[config.mk]
export PLATFORM = sky130hd
export DESIGN_NAME = sph_front
export DESIGN_NICKNAME = d
export VERILOG_FILES = /design/src/rtl/sph_pkg.sv /design/src/rtl/sph_front.sv
export SDC_FILE = /design/constraint.sdc
export NUM_CORES = 1
export LEC_CHECK = 0
export BUFFER_PORTS_ARGS = -buffer_cell sky130_fd_sc_hd__buf_2
export CORE_ASPECT_RATIO = 0.7
export CORE_UTILIZATION = 35
export DETAILED_ROUTE_END_ITERATION = 6
export HOLD_SLACK_MARGIN = 0.15
export SLEW_MARGIN = 40
export SYNTH_ARGS = -nofsm -noshare
export SYNTH_HDL_FRONTEND = slang
export SYNTH_SLANG_ARGS = --single-unit
[constraint.sdc]
create_clock -name clk -period 7 [get_ports clk]
set_input_delay 0.7 -clock clk [delete_from_list [all_inputs] [get_ports clk]]
set_output_delay 0.7 -clock clk [all_outputs]
set_load 0.005 [all_outputs]
[src/rtl/sph_pkg.sv]
package sph_pkg;

  localparam int MaxPoints = 64;
  localparam int CoordBits = 16;
  localparam int IdxBits = $clog2(MaxPoints);
  localparam int CntBits = IdxBits + 1;
  localparam int StkBits = $clog2(2 * MaxPoints);
  localparam int StkCntBits = StkBits + 1;
  localparam int BandBits = 15;
  localparam logic [BandBits-1:0] BandReset = 15'd256;
  localparam int QDepth = 2;

  typedef logic signed [CoordBits-1:0] coord_t;

  typedef struct packed {
    coord_t x;
    coord_t z;
  } point_t;

  // front-to-back command: a kept point and/or the end of the set
  typedef struct packed {
    logic   keep;
    logic   fin;
    point_t pt;
  } cmd_t;

  typedef struct packed {
    coord_t x;
    coord_t z;
    logic   last;
    logic   empty;
    logic   dropped;
  } res_t;

endpackage

[src/rtl/sph_front.sv]
module sph_front (
  input  logic                          clk,
  input  logic                          rst_n,
  input  logic                          in_valid,
  output logic                          in_ready,
  input  sph_pkg::coord_t               pos_x,
  input  sph_pkg::coord_t               pos_h,
  input  sph_pkg::coord_t               pos_z,
  input  logic                          fin,
  input  logic                          cfg_valid,
  input  logic [sph_pkg::BandBits-1:0]  cfg_data,
  output logic                          q_valid,
  input  logic                          q_ready,
  output sph_pkg::cmd_t                 q_cmd
);

  logic [sph_pkg::BandBits-1:0] band_r;
  sph_pkg::cmd_t                q_r [sph_pkg::QDepth];
  logic [1:0]                   cnt_r;
  logic                         wr_r, rd_r;
  logic signed [sph_pkg::CoordBits:0] h_e, b_e;
  logic                         keep;
  logic                         push, pop;

  always_comb begin
    h_e  = {pos_h[sph_pkg::CoordBits-1], pos_h};
    b_e  = {{(sph_pkg::CoordBits + 1 - sph_pkg::BandBits){1'b0}}, band_r};
    keep = (h_e < b_e) && (h_e > -b_e);
  end

  assign in_ready = (cnt_r != 2'(sph_pkg::QDepth));
  assign push     = in_valid && in_ready;
  assign q_valid  = (cnt_r != 2'd0);
  assign pop      = q_valid && q_ready;
  assign q_cmd    = q_r[rd_r];

  always_ff @(posedge clk) begin
    if (!rst_n) begin
      band_r <= sph_pkg::BandReset;
      cnt_r  <= '0;
      wr_r   <= 1'b0;
      rd_r   <= 1'b0;
    end else begin
      if (cfg_valid) band_r <= cfg_data;
      if (push) begin
        q_r[wr_r] <= '{keep: keep, fin: fin, pt: '{x: pos_x, z: pos_z}};
        wr_r      <= ~wr_r;
      end
      if (pop) rd_r <= ~rd_r;
      cnt_r <= cnt_r + 2'(push) - 2'(pop);
    end
  end

endmodule

==> impl_results.md <==
* Status: complete, but fails checks
* Failing checks: DRC
* CP peak stage delay at roughly 0.37 ns
* Die area at 12,500 um2
* Critical hold path startpoint: band_r[13]
* Worst-margin pin slew at 0.515 ns
* Startpoint Class: register
* Final Hold Viols at 0
* Setup CP Type: reg2reg
* RR Startpoint: band_r[2]
* Area delta synth->final at 23.4%
* Setup-failing EPs final at 0
* XOR/XNOR Fraction of Synth Area at 3.31%
* Gr ovfl total at 0
* Reg clk slew, reported paths at 0.06 ns
* Core ar. at about 12,000 um2
* Top Ports at roughly 110
* Avg Inst Size Synth at 13.6 um2
* CP top delay family: simple AND/OR/NAND/NOR gates
* Post-synthesis mux area share at 12.4%
* Placed cells at ~560
* Most frequent cells in the layout: buf_2 (104), edfxtp_1 (68), mux2_2 (34), ha_1 (34)
* Drt wl/cell at 15.0 um
* Sink Count at 88
* Max IR drop VDD at about 0.14 mV
* CTS Hold Bufs at 0
* Worst Setup EP: q_r[0][33]
* Critical path fanouts, max at 5
* HPWL Detailed at approximately 6.4 mm
* P per Cell Area at 272 nW/um2
* Share of cells above drive strength 1 at 38.2%
* H-tree levels at 3
* Nets at 520
* Critical path depth in cells at 13
* Post-route ant nets at 0
* Synth warnings at 0
* Placer's final routability congestion estimate at 0.828
* Initial antenna violation count at 0
* Pre-CTS setup slack at 4.15 ns
* Initial Util at 36.1%
* Post-synthesis simple-gate area fraction at around a tenth
* GRT Total Usage at 14.5%
* Die H at 94.0 um
* Number of global-route vias before repair at 2,739
* CP Data Required Time at 7.13 ns
* Worst Hold Class: reg2reg
* Synthesized area at around 4200 um2
* RSZ-0062 raised after global routing: false
* Resized cells post-CTS at 0
* Commonest non-fill, non-tap cell in the layout: buf_2
* Max-cap check violation count at 0
* Async SR Flop Fraction at 0%
* Predominant post-synthesis flop cell: edfxtp_1
* Post-Syn Instances at just over 300
* Antenna cell count at 0
* Fin. max-slew vios at 0
* WP buf/inv at 0
* PortBufs at 104
* Row Count at 33
* Final hold slack at 0.520 ns
* CP max-delay cell: dfxtp_1
* Via density per instance at around 4.6
* Post-synth EDFFs at 68
* DRC at 2
* Period minus WS final at 2.83 ns
* Post-CTS Setup Inserts at 0
* Period utilisation layout at 40.5%
* FILL cells at 1,105
* TritonCTS buffer count at 9
* Reg2reg path depth at 13
* Flop-to-flop setup slack at 4.17 ns
* TritonCTS clock tree: yes
* Compound-gate portion of the synthesized area at under 10%
* Largest net degree at the start of global routing at 35
* Clk_lat worst skew at about 0.33 ns
* First-pass GRT wire length at 13.9 mm
* Clock Path Buffers at 2
* Origin of the worst setup path: band_r[2]
* Die X at 133 um
* Drt initial violations at approximately 140
* Post-Layout Cell Count at 579
* Leak at 2.11 nW
* Synthesized net count at a little over 400
* Crit path arrival time at 2.97 ns
* Post-Synth Adder-Cell Area at 10.1%
* Reg2reg end: q_r[0][33]
* Largest family of logic cells by synthesized area: multiplexers
* Sequential area share after synthesis at 57.8%
* Yosys reg bits at 88
* Drt pass-1 iters at 6
* Vias at 2,692
* Wirelength, routed at 8.68 mm
* Cells along the critical path: nor4_4 > nand2_2 > nor4_4 > nand2_2 > nor4_2 > xnor2_1 > ha_1 > nand4_1 > nor3_1 > a21oi_1 > nand2_1 > nor3_1 > a211oi_1
* Setup TNS at 0 ns
* Library cells used by synthesis at 35
* Clock root buffer: clkbuf_16
* Worst setup margin at 4.17 ns
* Max Freq at between 300 and 400 MHz
* Slew Limit Headroom at 65.7%
* Util after Layout at 44.5%
* Worst setup EP type: register
* Post-Route Skew at 0.00713 ns
-- flip-flops by register name, summed over array words and instances, names as in the netlist, named ones only --
name,cells
band_r,15
q_r,68
wr_r,1
cnt_r,2
rd_r,1
-- worst min path at each step --
stage | endpoint | slack [ns] | depth (start not counted)
after floorplan | band_r[13] | 0.48 | 2
after global placement | band_r[13] | 0.50 | 2
after detailed placement | band_r[13] | 0.51 | 2
after CTS | band_r[13] | 0.53 | 2
after global routing | q_r[0][12] | 0.54 | 1
final | band_r[13] | 0.52 | 2
-- routing by layer --
| metal | global-route usage, % | wire (um) | vias up |
|---|---|---|---|
| met1 | 20.6 | 4470 | 1269 |
| met5 | 0 | 0 | - |
| met4 | 3.98 | 19 | 0 |
| met3 | 3.83 | 404 | 3 |
| li1 | - | - | 1359 |
| met2 | 21.5 | 3790 | 61 |
-- metrics by stage --
stage,area (um2),power (mW)
2_1_floorplan,4230,0.853
3_3_place_gp,4920,0.971
3_5_place_dp,4930,0.978
4_1_cts,5220,1.44
5_1_grt,5220,1.50
6_report,5220,1.42
-- report_power, final --
part           switching (mW)  internal [mW]
clock network           0.183          0.275
registers              0.0443          0.617
logic                   0.135          0.165
-- kinds of logic (layout without fill, tap and decap cells) --
family                     after synthesis  count (layout)
AOI/OAI and AO/OA                       28              28
xor gates and xnor gates                16              16
adders and majority gates               34              34
buffers and inverters                   28             140
DFF                                     88              88
muxes                                   48              48
and+or+nand+nor                         68              68
-- worst reg2reg max path, delay by kind of cell, from the launching register on --
kind / cells / cell delay (ns)
flip-flops: 1 / 0.37
XOR/XNOR: 1 / 0.10
adder cells (fa/ha/maj): 1 / 0.28
AND/OR/NAND/NOR: 9 / 1.54
AO/OA/AOI/OAI: 2 / 0.34
-- synthesized netlist by cell type (2+ instances only) --
| master | number | area [um2] |
|---|---|---|
| nor2_1 | 8 | 30.0 |
| a21oi_1 | 13 | 65.1 |
| nor2b_1 | 18 | 113 |
| a211oi_1 | 2 | 15.0 |
| o21ai_0 | 5 | 25.0 |
| mux2_2 | 34 | 383 |
| a21o_1 | 3 | 22.5 |
| clkbuf_1 | 6 | 22.5 |
| xnor2_1 | 15 | 131 |
| buf_2 | 2 | 10.0 |
| o211ai_1 | 2 | 15.0 |
| dfxtp_1 | 20 | 400 |
| and2_1 | 4 | 25.0 |
| mux2i_1 | 14 | 140 |
| ha_1 | 34 | 425 |
| nand3_1 | 3 | 15.0 |
| nor3_1 | 8 | 40.0 |
| inv_1 | 19 | 71.3 |
| edfxtp_1 | 68 | 2040 |
| nor4_4 | 2 | 42.5 |
| nand2_1 | 8 | 30.0 |
| nand2_2 | 2 | 12.5 |
| and4_1 | 3 | 26.3 |
| nand4_1 | 5 | 31.3 |
| nor3b_1 | 2 | 15.0 |
-- cell type report --
cell class                      count  area (um2)  area share [%]
Timing Repair Buffer              105         528            10.1
Sequential cell                    88        2450            46.9
Tap cell                          157         196            3.76
Clock buffer                       10         229            4.39
Clock inverter                      6        60.1            1.15
Inverter                           19        71.3            1.37
Multi-Input combinational cell    194        1690            32.3
No activity file was read; power rests on OpenSTA's default activity.
